<file path="src/hdl/stsm_pkg.sv">
// stsm_pkg: shared widths, types and the sine table entry function for the sine tone sweep mixer
// used by every module of the block; depends on nothing else
package stsm_pkg;

	localparam int SINE_TABLE_DEPTH = 256;
	localparam int PHASE_BITS       = 32;
	localparam int STEP_FRAC        = 16;
	localparam int STEP_BITS        = PHASE_BITS + STEP_FRAC;
	localparam int SINE_IDX_W       = $clog2(SINE_TABLE_DEPTH);

	localparam int SAMPLE_W  = 16;
	localparam int RATE_W    = 18;
	localparam int FREQ_W    = 19;
	localparam int AMP_W     = 16;
	localparam int LEN_W     = 24;
	localparam int FREQ_FRAC = 4;
	localparam int AMP_ACC_W = 32;
	localparam int AMP_FRAC  = AMP_ACC_W - AMP_W;
	localparam int PROD_W    = SAMPLE_W + AMP_W + 1;

	localparam int CFG_IDX_W  = 3;
	localparam int CFG_DATA_W = LEN_W;

	localparam int DIV_NUM_W = FREQ_W + STEP_BITS;
	localparam int DIV_DEN_W = RATE_W + FREQ_FRAC + LEN_W;
	localparam int DIV_CNT_W = $clog2(DIV_NUM_W + 1);

	localparam logic [AMP_W-1:0] AMP_FULL = AMP_W'(32768);

	localparam logic [63:0] HALF_PI_Q30 = 64'd1686629713;
	localparam logic [63:0] Q30_ONE     = 64'd1 << 30;
	localparam logic [63:0] SHORT_FULL  = 64'd32767;

	typedef struct packed {
		logic [RATE_W-1:0] rate;
		logic [FREQ_W-1:0] f0;
		logic [FREQ_W-1:0] f1;
		logic [AMP_W-1:0]  a0;
		logic [AMP_W-1:0]  a1;
		logic [LEN_W-1:0]  len;
	} cfg_regs_t;

	typedef struct packed {
		logic seg_init;
		logic load_step;
		logic load_ramp;
		logic load_amp;
		logic look;
		logic mul;
		logic advance;
	} tone_ctrl_t;

	// quarter-wave folded taylor series in q30, rounded to q15
	function automatic logic signed [SAMPLE_W-1:0] sine_entry(int k);
		logic [63:0] u, r, x, x2, t, s, v;
		logic [1:0]  quad;
		u    = (64'(k) << 32) / SINE_TABLE_DEPTH;
		quad = u[31:30];
		r    = {34'd0, u[29:0]};
		if (quad[0])
			r = Q30_ONE - r;
		x  = (r * HALF_PI_Q30) >> 30;
		x2 = (x * x) >> 30;
		t  = Q30_ONE - x2 / 64'd72;
		t  = Q30_ONE - ((x2 * t) >> 30) / 64'd42;
		t  = Q30_ONE - ((x2 * t) >> 30) / 64'd20;
		t  = Q30_ONE - ((x2 * t) >> 30) / 64'd6;
		s  = (x * t) >> 30;
		v  = (s * SHORT_FULL + (64'd1 << 29)) >> 30;
		if (v > SHORT_FULL)
			v = SHORT_FULL;
		return quad[1] ? -SAMPLE_W'(v) : SAMPLE_W'(v);
	endfunction

endpackage

</file>
<file path="src/hdl/stsm_cfg.sv">
// stsm_cfg: configuration register file with reset values and range clean-up
// depends on stsm_pkg
module stsm_cfg (
	input  logic                            clk,
	input  logic                            arst_n,
	input  logic                            wr_en,
	input  logic [stsm_pkg::CFG_IDX_W-1:0]  wr_idx,
	input  logic [stsm_pkg::CFG_DATA_W-1:0] wr_data,
	output stsm_pkg::cfg_regs_t             regs
);

	localparam logic [stsm_pkg::CFG_IDX_W-1:0] REG_SAMPLE_RATE = 3'd0;
	localparam logic [stsm_pkg::CFG_IDX_W-1:0] REG_START_FREQ  = 3'd1;
	localparam logic [stsm_pkg::CFG_IDX_W-1:0] REG_END_FREQ    = 3'd2;
	localparam logic [stsm_pkg::CFG_IDX_W-1:0] REG_START_AMP   = 3'd3;
	localparam logic [stsm_pkg::CFG_IDX_W-1:0] REG_END_AMP     = 3'd4;
	localparam logic [stsm_pkg::CFG_IDX_W-1:0] REG_SEG_LEN     = 3'd5;

	logic [stsm_pkg::RATE_W-1:0] rate_q;
	logic [stsm_pkg::FREQ_W-1:0] f0_q, f1_q;
	logic [stsm_pkg::AMP_W-1:0]  a0_q, a1_q;
	logic [stsm_pkg::LEN_W-1:0]  len_q;

	always_ff @(posedge clk or negedge arst_n) begin
		if (!arst_n) begin
			rate_q <= stsm_pkg::RATE_W'(8000);
			f0_q   <= '0;
			f1_q   <= '0;
			a0_q   <= stsm_pkg::AMP_FULL;
			a1_q   <= stsm_pkg::AMP_FULL;
			len_q  <= stsm_pkg::LEN_W'(8000);
		end else if (wr_en) begin
			unique case (wr_idx)
				REG_SAMPLE_RATE: rate_q <= wr_data[stsm_pkg::RATE_W-1:0];
				REG_START_FREQ:  f0_q   <= wr_data[stsm_pkg::FREQ_W-1:0];
				REG_END_FREQ:    f1_q   <= wr_data[stsm_pkg::FREQ_W-1:0];
				REG_START_AMP:   a0_q   <= wr_data[stsm_pkg::AMP_W-1:0];
				REG_END_AMP:     a1_q   <= wr_data[stsm_pkg::AMP_W-1:0];
				REG_SEG_LEN:     len_q  <= wr_data[stsm_pkg::LEN_W-1:0];
				default: begin
				end
			endcase
		end
	end

	// zero rate and length count as one, amplitudes clamp to full scale
	always_comb begin
		regs.rate = (rate_q == '0) ? stsm_pkg::RATE_W'(1) : rate_q;
		regs.f0   = f0_q;
		regs.f1   = f1_q;
		regs.a0   = (a0_q > stsm_pkg::AMP_FULL) ? stsm_pkg::AMP_FULL : a0_q;
		regs.a1   = (a1_q > stsm_pkg::AMP_FULL) ? stsm_pkg::AMP_FULL : a1_q;
		regs.len  = (len_q == '0) ? stsm_pkg::LEN_W'(1) : len_q;
	end

endmodule

</file>
<file path="src/hdl/stsm_div.sv">
// stsm_div: shared restoring divider, one quotient bit per cycle
// depends on stsm_pkg
module stsm_div (
	input  logic                           clk,
	input  logic                           arst_n,
	input  logic                           start,
	input  logic [stsm_pkg::DIV_NUM_W-1:0] num,
	input  logic [stsm_pkg::DIV_DEN_W-1:0] den,
	input  logic [stsm_pkg::DIV_CNT_W-1:0] iters,
	output logic                           done,
	output logic [stsm_pkg::STEP_BITS-1:0] quo
);

	logic [stsm_pkg::DIV_NUM_W-1:0] num_q;
	logic [stsm_pkg::DIV_DEN_W-1:0] den_q;
	logic [stsm_pkg::DIV_DEN_W-1:0] rem_q;
	logic [stsm_pkg::STEP_BITS-1:0] quo_q;
	logic [stsm_pkg::DIV_CNT_W-1:0] cnt_q;
	logic                           busy_q;
	logic                           done_q;

	logic [stsm_pkg::DIV_DEN_W:0]   shifted;
	logic                           fits;
	logic [stsm_pkg::DIV_DEN_W-1:0] rem_d;

	always_comb begin
		shifted = {rem_q, num_q[stsm_pkg::DIV_NUM_W-1]};
		fits    = (shifted >= {1'b0, den_q});
		rem_d   = fits ? stsm_pkg::DIV_DEN_W'(shifted - {1'b0, den_q})
		               : shifted[stsm_pkg::DIV_DEN_W-1:0];
	end

	always_ff @(posedge clk or negedge arst_n) begin
		if (!arst_n) begin
			busy_q <= 1'b0;
			done_q <= 1'b0;
			cnt_q  <= '0;
		end else if (start) begin
			busy_q <= 1'b1;
			done_q <= 1'b0;
			cnt_q  <= iters;
		end else if (busy_q) begin
			cnt_q <= cnt_q - 1'b1;
			if (cnt_q == stsm_pkg::DIV_CNT_W'(1)) begin
				busy_q <= 1'b0;
				done_q <= 1'b1;
			end
		end else begin
			done_q <= 1'b0;
		end
	end

	always_ff @(posedge clk) begin
		if (start) begin
			num_q <= num;
			den_q <= den;
			rem_q <= '0;
			quo_q <= '0;
		end else if (busy_q) begin
			num_q <= {num_q[stsm_pkg::DIV_NUM_W-2:0], 1'b0};
			rem_q <= rem_d;
			quo_q <= {quo_q[stsm_pkg::STEP_BITS-2:0], fits};
		end
	end

	assign done = done_q;
	assign quo  = quo_q;

endmodule

</file>
<file path="src/hdl/stsm_tone.sv">
// stsm_tone: phase and amplitude accumulators, sine lookup and scaling multiply
// depends on stsm_pkg
module stsm_tone (
	input  logic                                 clk,
	input  logic                                 arst_n,
	input  stsm_pkg::tone_ctrl_t                 ctrl,
	input  stsm_pkg::cfg_regs_t                  cfg,
	input  logic [stsm_pkg::STEP_BITS-1:0]       quo,
	output logic signed [stsm_pkg::SAMPLE_W-1:0] mix,
	output logic                                 last
);

	logic [stsm_pkg::PHASE_BITS-1:0]        phase_acc_q;
	logic [stsm_pkg::STEP_BITS-1:0]         phase_step_q;
	logic [stsm_pkg::STEP_BITS-1:0]         phase_ramp_q;
	logic [stsm_pkg::AMP_ACC_W-1:0]         amp_acc_q;
	logic [stsm_pkg::AMP_ACC_W-1:0]         amp_ramp_q;
	logic [stsm_pkg::LEN_W-1:0]             samples_left_q;
	logic                                   tone_on_q;
	logic signed [stsm_pkg::SAMPLE_W-1:0]   sine_q;
	logic signed [stsm_pkg::PROD_W-1:0]     prod_q;

	logic                                   active;
	logic signed [stsm_pkg::PROD_W-1:0]     prod_adj;
	logic signed [stsm_pkg::PROD_W-1:0]     scaled;
	logic [stsm_pkg::SINE_IDX_W-1:0]        sine_idx;
	logic signed [stsm_pkg::SAMPLE_W-1:0]   sine_rom [stsm_pkg::SINE_TABLE_DEPTH];

	// constant sine table
	for (genvar k = 0; k < stsm_pkg::SINE_TABLE_DEPTH; k++) begin : g_rom
		assign sine_rom[k] = stsm_pkg::sine_entry(k);
	end

	assign active   = (samples_left_q != '0);
	assign sine_idx = phase_acc_q[stsm_pkg::PHASE_BITS-1 -: stsm_pkg::SINE_IDX_W];

	// shift right by 15 with the magnitude truncated toward zero
	always_comb begin
		prod_adj = prod_q[stsm_pkg::PROD_W-1] ? prod_q + stsm_pkg::PROD_W'(32767) : prod_q;
		scaled   = prod_adj >>> 15;
		mix      = (active && tone_on_q) ? scaled[stsm_pkg::SAMPLE_W-1:0] : '0;
		last     = active && (samples_left_q == stsm_pkg::LEN_W'(1));
	end

	always_ff @(posedge clk or negedge arst_n) begin
		if (!arst_n) begin
			phase_acc_q    <= '0;
			phase_step_q   <= '0;
			phase_ramp_q   <= '0;
			amp_acc_q      <= '0;
			amp_ramp_q     <= '0;
			samples_left_q <= '0;
			tone_on_q      <= 1'b0;
		end else begin
			if (ctrl.seg_init) begin
				phase_acc_q    <= '0;
				amp_acc_q      <= {cfg.a0, {stsm_pkg::AMP_FRAC{1'b0}}};
				samples_left_q <= cfg.len;
				tone_on_q      <= (cfg.f0 != '0) || (cfg.f1 != '0);
			end
			if (ctrl.load_step)
				phase_step_q <= quo;
			if (ctrl.load_ramp)
				phase_ramp_q <= (cfg.f1 < cfg.f0) ? -quo : quo;
			if (ctrl.load_amp)
				amp_ramp_q <= (cfg.a1 < cfg.a0) ? -quo[stsm_pkg::AMP_ACC_W-1:0]
				                                : quo[stsm_pkg::AMP_ACC_W-1:0];
			if (ctrl.advance && active) begin
				samples_left_q <= samples_left_q - 1'b1;
				if (tone_on_q) begin
					phase_acc_q  <= phase_acc_q + phase_step_q[stsm_pkg::STEP_BITS-1 -:
					                                           stsm_pkg::PHASE_BITS];
					phase_step_q <= phase_step_q + phase_ramp_q;
					amp_acc_q    <= amp_acc_q + amp_ramp_q;
				end
			end
		end
	end

	always_ff @(posedge clk) begin
		if (ctrl.look)
			sine_q <= sine_rom[sine_idx];
		if (ctrl.mul)
			prod_q <= sine_q * $signed({1'b0, amp_acc_q[stsm_pkg::AMP_ACC_W-1 -:
			                                            stsm_pkg::AMP_W]});
	end

endmodule

</file>
<file path="src/hdl/sine_tone_sweep_mixer.sv">
// sine_tone_sweep_mixer: top level, sequencer, divider operand select and output register
// depends on stsm_pkg, stsm_cfg, stsm_div and stsm_tone
//
// use: write the six tone registers on the cfg channel (index 0..5, others ignored)
// while the block is idle, then send samples on the in channel. a beat with
// restart set loads the registers and starts a new tone segment; every sample
// of the segment gets the scaled sine added, wrapped to 16 bits, and the
// final one carries last. samples outside a segment pass through unchanged.
// each input beat gives exactly one output beat.
// timing: a plain sample steps through accept, table read, multiply and add,
// and no new sample is taken until the add step of the last one is done. a
// restart beat first runs three divisions on the shared one-bit-a-cycle
// divider before it goes on to its table read.
// in_ready is high only while the sequencer is idle. the result sits in an
// output register; a stalled receiver holds the block in its add step until
// the register frees, and no beat is lost. reset clears the tone state to
// pass-through and loads the register reset values.
module sine_tone_sweep_mixer (
	input  logic                                 clk,
	input  logic                                 arst_n,
	input  logic                                 in_valid,
	output logic                                 in_ready,
	input  logic signed [stsm_pkg::SAMPLE_W-1:0] in_sample,
	input  logic                                 restart,
	output logic                                 out_valid,
	input  logic                                 out_ready,
	output logic signed [stsm_pkg::SAMPLE_W-1:0] out_sample,
	output logic                                 last,
	input  logic                                 cfg_valid,
	output logic                                 cfg_ready,
	input  logic [stsm_pkg::CFG_IDX_W-1:0]       cfg_index,
	input  logic [stsm_pkg::CFG_DATA_W-1:0]      cfg_data
);

	localparam logic [2:0] ST_IDLE = 3'd0;
	localparam logic [2:0] ST_PREP = 3'd1;
	localparam logic [2:0] ST_DIV  = 3'd2;
	localparam logic [2:0] ST_LOOK = 3'd3;
	localparam logic [2:0] ST_MUL  = 3'd4;
	localparam logic [2:0] ST_ADD  = 3'd5;

	localparam logic [1:0] OP_STEP = 2'd0;
	localparam logic [1:0] OP_RAMP = 2'd1;
	localparam logic [1:0] OP_AMP  = 2'd2;

	logic [2:0]                           state_q, state_d;
	logic [1:0]                           div_op_q;
	logic [1:0]                           div_sel;
	logic signed [stsm_pkg::SAMPLE_W-1:0] in_sample_q;
	logic [stsm_pkg::DIV_DEN_W-1:0]       den_len_q;
	logic                                 out_valid_q;
	logic signed [stsm_pkg::SAMPLE_W-1:0] out_sample_q;
	logic                                 last_q;

	stsm_pkg::cfg_regs_t                  cfg;
	stsm_pkg::tone_ctrl_t                 ctrl;
	logic                                 div_start;
	logic                                 div_done;
	logic [stsm_pkg::DIV_NUM_W-1:0]       div_num;
	logic [stsm_pkg::DIV_DEN_W-1:0]       div_den;
	logic [stsm_pkg::DIV_CNT_W-1:0]       div_iters;
	logic [stsm_pkg::STEP_BITS-1:0]       div_quo;
	logic [stsm_pkg::FREQ_W-1:0]          freq_diff;
	logic [stsm_pkg::AMP_W-1:0]           amp_mag;
	logic [stsm_pkg::RATE_W+stsm_pkg::FREQ_FRAC-1:0] rate_den;
	logic signed [stsm_pkg::SAMPLE_W-1:0] mix;
	logic                                 tone_last;
	logic                                 in_beat;
	logic                                 out_free;

	assign cfg_ready = 1'b1;
	assign in_ready  = (state_q == ST_IDLE);
	assign in_beat   = in_valid && in_ready;
	assign out_free  = !out_valid_q || out_ready;

	stsm_cfg u_cfg (
		.clk     (clk),
		.arst_n  (arst_n),
		.wr_en   (cfg_valid && cfg_ready),
		.wr_idx  (cfg_index),
		.wr_data (cfg_data),
		.regs    (cfg)
	);

	// divider operands
	always_comb begin
		rate_den  = {cfg.rate, {stsm_pkg::FREQ_FRAC{1'b0}}};
		freq_diff = (cfg.f1 >= cfg.f0) ? cfg.f1 - cfg.f0 : cfg.f0 - cfg.f1;
		amp_mag   = (cfg.a1 >= cfg.a0) ? cfg.a1 - cfg.a0 : cfg.a0 - cfg.a1;
		div_sel   = (state_q == ST_PREP) ? OP_STEP : div_op_q + 1'b1;
		unique case (div_sel)
			OP_RAMP: begin
				div_num   = {freq_diff, {stsm_pkg::STEP_BITS{1'b0}}};
				div_den   = den_len_q;
				div_iters = stsm_pkg::DIV_CNT_W'(stsm_pkg::DIV_NUM_W);
			end
			OP_AMP: begin
				div_num   = {amp_mag, {(stsm_pkg::DIV_NUM_W - stsm_pkg::AMP_W){1'b0}}};
				div_den   = stsm_pkg::DIV_DEN_W'(cfg.len);
				div_iters = stsm_pkg::DIV_CNT_W'(stsm_pkg::AMP_ACC_W);
			end
			default: begin
				div_num   = {cfg.f0, {stsm_pkg::STEP_BITS{1'b0}}};
				div_den   = stsm_pkg::DIV_DEN_W'(rate_den);
				div_iters = stsm_pkg::DIV_CNT_W'(stsm_pkg::DIV_NUM_W);
			end
		endcase
	end

	stsm_div u_div (
		.clk    (clk),
		.arst_n (arst_n),
		.start  (div_start),
		.num    (div_num),
		.den    (div_den),
		.iters  (div_iters),
		.done   (div_done),
		.quo    (div_quo)
	);

	// sequencer
	always_comb begin
		state_d   = state_q;
		div_start = 1'b0;
		ctrl      = '0;
		unique case (state_q)
			ST_IDLE: begin
				if (in_beat)
					state_d = restart ? ST_PREP : ST_LOOK;
			end
			ST_PREP: begin
				ctrl.seg_init = 1'b1;
				div_start     = 1'b1;
				state_d       = ST_DIV;
			end
			ST_DIV: begin
				if (div_done) begin
					ctrl.load_step = (div_op_q == OP_STEP);
					ctrl.load_ramp = (div_op_q == OP_RAMP);
					ctrl.load_amp  = (div_op_q == OP_AMP);
					if (div_op_q == OP_AMP)
						state_d = ST_LOOK;
					else
						div_start = 1'b1;
				end
			end
			ST_LOOK: begin
				ctrl.look = 1'b1;
				state_d   = ST_MUL;
			end
			ST_MUL: begin
				ctrl.mul = 1'b1;
				state_d  = ST_ADD;
			end
			ST_ADD: begin
				if (out_free) begin
					ctrl.advance = 1'b1;
					state_d      = ST_IDLE;
				end
			end
			default: state_d = ST_IDLE;
		endcase
	end

	stsm_tone u_tone (
		.clk    (clk),
		.arst_n (arst_n),
		.ctrl   (ctrl),
		.cfg    (cfg),
		.quo    (div_quo),
		.mix    (mix),
		.last   (tone_last)
	);

	always_ff @(posedge clk or negedge arst_n) begin
		if (!arst_n) begin
			state_q     <= ST_IDLE;
			div_op_q    <= OP_STEP;
			out_valid_q <= 1'b0;
		end else begin
			state_q <= state_d;
			if (div_start)
				div_op_q <= div_sel;
			if (ctrl.advance)
				out_valid_q <= 1'b1;
			else if (out_ready)
				out_valid_q <= 1'b0;
		end
	end

	always_ff @(posedge clk) begin
		if (in_beat)
			in_sample_q <= in_sample;
		if (state_q == ST_PREP)
			den_len_q <= stsm_pkg::DIV_DEN_W'(rate_den * cfg.len);
		if (ctrl.advance) begin
			out_sample_q <= in_sample_q + mix;
			last_q       <= tone_last;
		end
	end

	assign out_valid  = out_valid_q;
	assign out_sample = out_sample_q;
	assign last       = last_q;

endmodule

</file>
<file path="config.mk">
export PLATFORM = sky130hd
export DESIGN_NAME = sine_tone_sweep_mixer
export DESIGN_NICKNAME = d
export VERILOG_FILES = /design/src/hdl/stsm_pkg.sv /design/src/hdl/stsm_cfg.sv /design/src/hdl/stsm_div.sv /design/src/hdl/stsm_tone.sv /design/src/hdl/sine_tone_sweep_mixer.sv
export SDC_FILE = /design/constraint.sdc
export NUM_CORES = 2
export LEC_CHECK = 0
export BUFFER_PORTS_ARGS = -buffer_cell sky130_fd_sc_hd__buf_2
export CORE_MARGIN = 2
export CORE_UTILIZATION = 45
export DETAILED_ROUTE_END_ITERATION = 12
export PLACE_DENSITY = 0.7
export SETUP_SLACK_MARGIN = 0.15
export SYNTH_ARGS = -nofsm -noshare
export SYNTH_HDL_FRONTEND = slang
export SYNTH_SLANG_ARGS = --single-unit
export TNS_END_PERCENT = 30
</file>
<file path="constraint.sdc">
create_clock -name clk -period 9.3 [get_ports clk]
set_input_delay 1.395 -clock clk [delete_from_list [all_inputs] [get_ports clk]]
set_output_delay 1.395 -clock clk [all_outputs]
set_load 0.01 [all_outputs]
</file>
# [Yosys cells after proc, flatten, opt, wreduce, memory -nomap -nowiden]
# Memory sizes are Yosys's and may differ from the RTL's. A register that Yosys moved wholly into a read port is not among the register bits.
# Cells that the tools add are included.
[word_totals] regBits=659 latchBits=0 ram_bits=0 romBits=4096 inputBits=49 out_inout_bits=20 n_memories=1
[op_classes] addsub=15 mul=2 div=0 n_lt_le_gt_ge=7 n_eq_ne=21 n_shift=0 mux=54 n_bitwise=1 reduce_logical=25
[memory_table] memory="(name not given)" words=256 width=16 read_ports=1 rd_clocked_by_memory_dff=1 wr=0 line="stsm_tone.sv:82" rtl="sine_q <= sine_rom[sine_idx];"
[ops] cell="$mux W32" count=7
[ops] cell="$mux W48" count=4
[ops] cell="$mux W67" count=2
[ops] cell="$pmux W67 S2" count=1
[ops] cell="$pmux W46 S2" count=1
[ops] cell="$mux W24" count=3
[ops] cell="$add A32 B32 Y32" count=2
[ops] cell="$mux W16" count=4
[ops] cell="$add A48 B48 Y48" count=1
[ops] cell="$neg A48 Y48" count=1
[ops] cell="$ge A47 B46 Y1" count=1
[ops] cell="$mux W46" count=1
[ops] cell="$sub A46 B46 Y46" count=1
[ops] cell="$mul A18 B24 Y42" count=1
[ops] cell="$reduce_bool A19 Y1" count=2
[ops] cell="$sub A19 B19 Y19" count=2
[ops] cell="$mul A16 B17 Y33" count=1
[ops] cell="$gt A16 B16 Y1 const B" count=2
[ops] cell="$neg A32 Y32" count=1
[ops] cell="$sub A16 B16 Y16" count=2
[ops] cell="$add A31 B16 Y31 const B" count=1
[ops] cell="$mux W31" count=1
[ops] cell="$eq A24 B1 Y1 const B" count=1
[ops] cell="$logic_not A24 Y1" count=1
[ops] cell="other kinds (36)" count=81

# [Longest topological paths before layout]
[logic_depth] depth_word=6 ltp_mapped=28 mapped_depth_nobuf=27

# [Hierarchy]
# From an unflattened synthesis, not the netlist that was laid out.
[unflattened] hier_cells=7822 area_unflattened_um2=69950.8
[modules_own_cells] mod="stsm_tone" n_inst=1 cells_per_inst=3938 area_per_inst_um2=32190.9
[modules_own_cells] mod="sine_tone_sweep_mixer" n_inst=1 cells_per_inst=2481 area_per_inst_um2=21604.5
[modules_own_cells] mod="stsm_div" n_inst=1 cells_per_inst=1058 area_per_inst_um2=11268.3
[modules_own_cells] mod="stsm_cfg" n_inst=1 cells_per_inst=345 area_per_inst_um2=4887.2

# [Worst setup path after synthesis]
# No wires, ideal clock.
[synth_path] path_kind="flip-flop to flip-flop" startpoint="register u_cfg.rate_q[5] (netlist bit)" endpoint="register den_len_q[43] (netlist bit), data pin" setup_ns=0.282 arrival_ns=6.603 required_time_ns=9.018 setup_slack_ns=2.415 stages_incl_launch_ff=25 n_path_buf=2 synth_period_minus_slack_ns=6.885 cell_sequence="dfrtp_1 -> clkbuf_1 -> nor4_1 -> nand4_1 -> o41ai_1 -> clkbuf_1 -> nand2_1 -> fa_1 -> inv_1 -> fa_1 -> fa_1 -> inv_1 -> fa_1 -> inv_1 -> fa_1 -> ha_1 -> o21ai_0 -> nand2b_1 -> a21oi_1 -> o31ai_1 -> a31oi_1 -> o31ai_1 -> a32oi_1 -> o31ai_1 -> o311ai_0"
[synth_between] elab_chain_cells=3
[synth_rtl] item="start: declaration" line="stsm_cfg.sv:19" rtl="logic [stsm_pkg::RATE_W-1:0] rate_q;"
[synth_rtl] item="start signal: assignment" line="stsm_cfg.sv:26" rtl="rate_q <= stsm_pkg::RATE_W'(8000);"
[synth_rtl] item="start signal: assignment" line="stsm_cfg.sv:34" rtl="REG_SAMPLE_RATE: rate_q <= wr_data[stsm_pkg::RATE_W-1:0];"
[synth_rtl] item="$logic_not A18 Y1" line="stsm_cfg.sv:48" rtl="regs.rate = (rate_q == '0) ? stsm_pkg::RATE_W'(1) : rate_q;"
[synth_rtl] item="$mux W18 (*)" line="stsm_cfg.sv:48"
[synth_rtl] item="$mul A18 B24 Y42 (*)" line="sine_tone_sweep_mixer.sv:195" rtl="den_len_q <= stsm_pkg::DIV_DEN_W'(rate_den * cfg.len);"
[synth_rtl] item="end signal: assignment" line="sine_tone_sweep_mixer.sv:195"
[synth_rtl] item="end: declaration" line="sine_tone_sweep_mixer.sv:50" rtl="logic [stsm_pkg::DIV_DEN_W-1:0] den_len_q;"
# Every way passes the cells marked *; elsewhere a longest branch is shown, timed or not.
# A chain may end at the register's enable or synchronous reset.

# [Worst setup path in the final report]
[layout_path] startpoint="register u_cfg.rate_q[2] (netlist bit)" endpoint="register den_len_q[45] (netlist bit), data pin"
# The elaborated chain is that of the path after synthesis.

==> flow_metrics.tcl <==
set metrics [dict create \
    cp_cell_sequence "nor4_1, nand4_1, o41ai_2, nand2_1, fa_1, inv_1, fa_1, fa_1, inv_1, fa_1, inv_1, fa_1, ha_1, a211o_1, nor3_1, o31ai_1, a31oi_1, o31ai_1, buf_4, a32oi_1, nand2_1, a211oi_1, xnor2_1" \
    critPathArrivalTime_ns 8.87 \
    yosys.area.top_type_share_pct 17.0 \
    synth_top_area_cell "fa_1" \
    cts_sinks 626 \
    fin_crit_sh_pct 90.8 \
    vias_per_cell 5.86 \
    clockBufferDepth 3 \
    postCtsSetupBuffers 0 \
    whs_endpoint "u_tone.phase_ramp_q[39]" \
    io_pins 69 \
    ctsRootBufferMaster "clkbuf_16" \
    synthCells 7590 \
    hold_class "reg2reg" \
    clock_skew_ns 0.0285 \
    clk_latency_ns 0.68 \
    min_path_cells 2 \
    routed_wl_mm 197 \
    tns_ns 0 \
    row_count 139 \
    htreeDepth 3 \
    portBuffers 67 \
    ff_latch_area_um2 16200 \
    fin_nets 8467 \
    crit_fanout 27 \
    die_h_um 385 \
    grt_pass1_vias 54613 \
    reg2reg_from "u_cfg.rate_q[2]" \
    cts_resized 0 \
    hold_violations 0 \
    drt.antenna.violating_nets 0 \
    synth.distinct_cells 95 \
    synth-edff-count 188 \
    grtUsageTotal_pct 26.5 \
    final_design_area_no_fill_um2 69500 \
    start_util_pct 45.4 \
    synth-main-ff-cell "dfrtp_1" \
    die_w_um 385 \
    drive_above_1_share_pct 6.08 \
    cts-hold-fix-buffers 0 \
    via_count 54643 \
    drt_iter0_drc 5176 \
    cp-end-kind "flop" \
    grt_max_degree 150 \
    die_area_um2 148000 \
    synth_nets 8703 \
    grt_overflow 0 \
    place_congestion 0.996 \
    cp_slowest_cell "o41ai_2" \
    synth_warnings 0 \
    fill_cells 13598 \
    grt_setup_unrepaired "no" \
    ys_top_cells_by_area "fa_1 (17%), dfrtp_1 (13%), ha_1 (9.7%)" \
    drv_cap 0 \
    drc_errors 0 \
    critPathMaxStageDelay_ns 0.83 \
    hold_start "u_tone.phase_ramp_q[39]" \
    syn_area_um2 65400 \
    grt_pass1_wl_mm 311 \
    worstSetupPathType "reg2reg" \
    wire_per_inst_um 21.1 \
    r2r_slack_ns 0.86 \
    clkTransAtPathRegs_ns 0.06 \
    synthArstFlopShare_pct 55.0 \
    multi_input_area_um2 44200 \
    final-setup-viol-count 0 \
    avgSynthCellArea_um2 8.61 \
    r2r_cells 23 \
    antenna_found_initial 14 \
    finalCriticalPeriod_ns 8.44 \
    synth.most_common_cell "nand2_1" \
    outcome "complete, no violations" \
    syn2layout_area_growth_pct 6.26 \
    tightest_slew_ns 1.20 \
    crit_top_cell "fa_1" \
    core_area_um2 144000 \
    numCtsBuffers 76 \
    yosys-top-cells-count "nand2_1 (958), inv_1 (876), fa_1 (555), o21ai_0 (534), ha_1 (509)" \
    first_pass_iters 10 \
    max_freq_ghz 0.118 \
    maxSlewViolCount 0 \
    r2r-end "den_len_q[45]" \
    dpl-instance-area_um2 67000 \
    relSlewSlack_pct 19.2 \
    synth-seq-cells 626 \
    critPathLaunchType "flop" \
    dp_hpwl_mm 146 \
    cp.required_ns 9.73 \
    ys_seq_area_share_pct 24.7 \
    tritoncts "done" \
]
[worst max path at each step]
stage / slack (ns) / startpoint / endpoint
after detailed placement: 1.05 / u_cfg.rate_q[2] / den_len_q[45]
after global placement: 1.22 / u_cfg.rate_q[2] / den_len_q[45]
final: 0.86 / u_cfg.rate_q[2] / den_len_q[45]
after floorplan: 2.41 / u_cfg.rate_q[5] / den_len_q[43]
after CTS: 0.97 / u_cfg.rate_q[2] / den_len_q[45]
after global routing: 0.53 / u_cfg.rate_q[2] / den_len_q[45]
[cells in the final DEF (no fill, tap or decap), drive strengths merged, types with 190 or more instances in the layout]
cell type and instances:
o21ai 542, fa 555, inv 884, a21oi 458, nor2 438, ha 509, dfrtp 330, xnor2 190
and2 300, nand2 961
[state kept, by name, summed over array words and instances (netlist names), 19 cells and up]
signal                 count
u_tone.phase_acc_q        32
u_tone.amp_ramp_q         32
u_cfg.f1_q                19
u_tone.amp_acc_q          32
u_div.quo                 48
den_len_q                 42
u_tone.samples_left_q     24
u_tone.phase_ramp_q       48
u_tone.prod_q             32
u_cfg.len_q               24
u_div.rem_q               46
u_cfg.f0_q                19
u_div.num_q               19
u_div.den_q               46
u_tone.phase_step_q       48
[layer usage]
layer  track usage (%)  part of all wire, %  vias to the layer above
li1                  -                    -                    25076
met1              36.5                   43                    26897
met2              41.1                   44                     2233
met3              4.93                  8.3                      431
met4              10.6                  4.1                        6
met5                 0                0.020                        -
[cell type report]
type | instances | share of cell area, %
Clock inverter | 27 | 0.299
Timing Repair Buffer | 147 | 1.38
Sequential cell | 626 | 23.3
Antenna cell | 6 | 0.0216
Inverter | 881 | 4.77
Multi-Input combinational cell | 5622 | 63.6
Tap cell | 1903 | 3.43
Clock buffer | 114 | 3.23
[per-stage QoR]
step / util, % / worst slack [ns] / hold WS [ns] / std cells
final: 48.3 / 0.858 / 0.487 / 9326
after global routing: 48.3 / 0.525 / 0.509 / 9325
after detailed placement: 46.6 / 1.05 / 0.477 / 9179
after CTS: 48.3 / 0.967 / 0.489 / 9320
after global placement: 46.6 / 1.22 / 0.474 / 9179
after floorplan: - / 2.41 / 0.456 / 7590
[critical path: cells and delay by family, from the launching register on]
kind / cells / cell delay (ns)
xor+xnor: 1 / 0.10
simple gates: 5 / 1.27
buf+inv: 4 / 0.32
compound gates: 7 / 2.79
fa+ha+maj: 6 / 2.88
flops: 1 / 0.81
[cell families after synthesis]
kind of cell / synth area share [%]
buffers and inverters: 7.84
muxes: 3.96
other: 0.00574
and+or+nand+nor: 16.6
xor gates and xnor gates: 4.45
DFF: 24.7
AOI/OAI and AO/OA: 15.7
adders and majority gates: 26.7
Power is not shown: default switching activity piles up to over one toggle a cycle in this logic, so the estimate is an artifact.
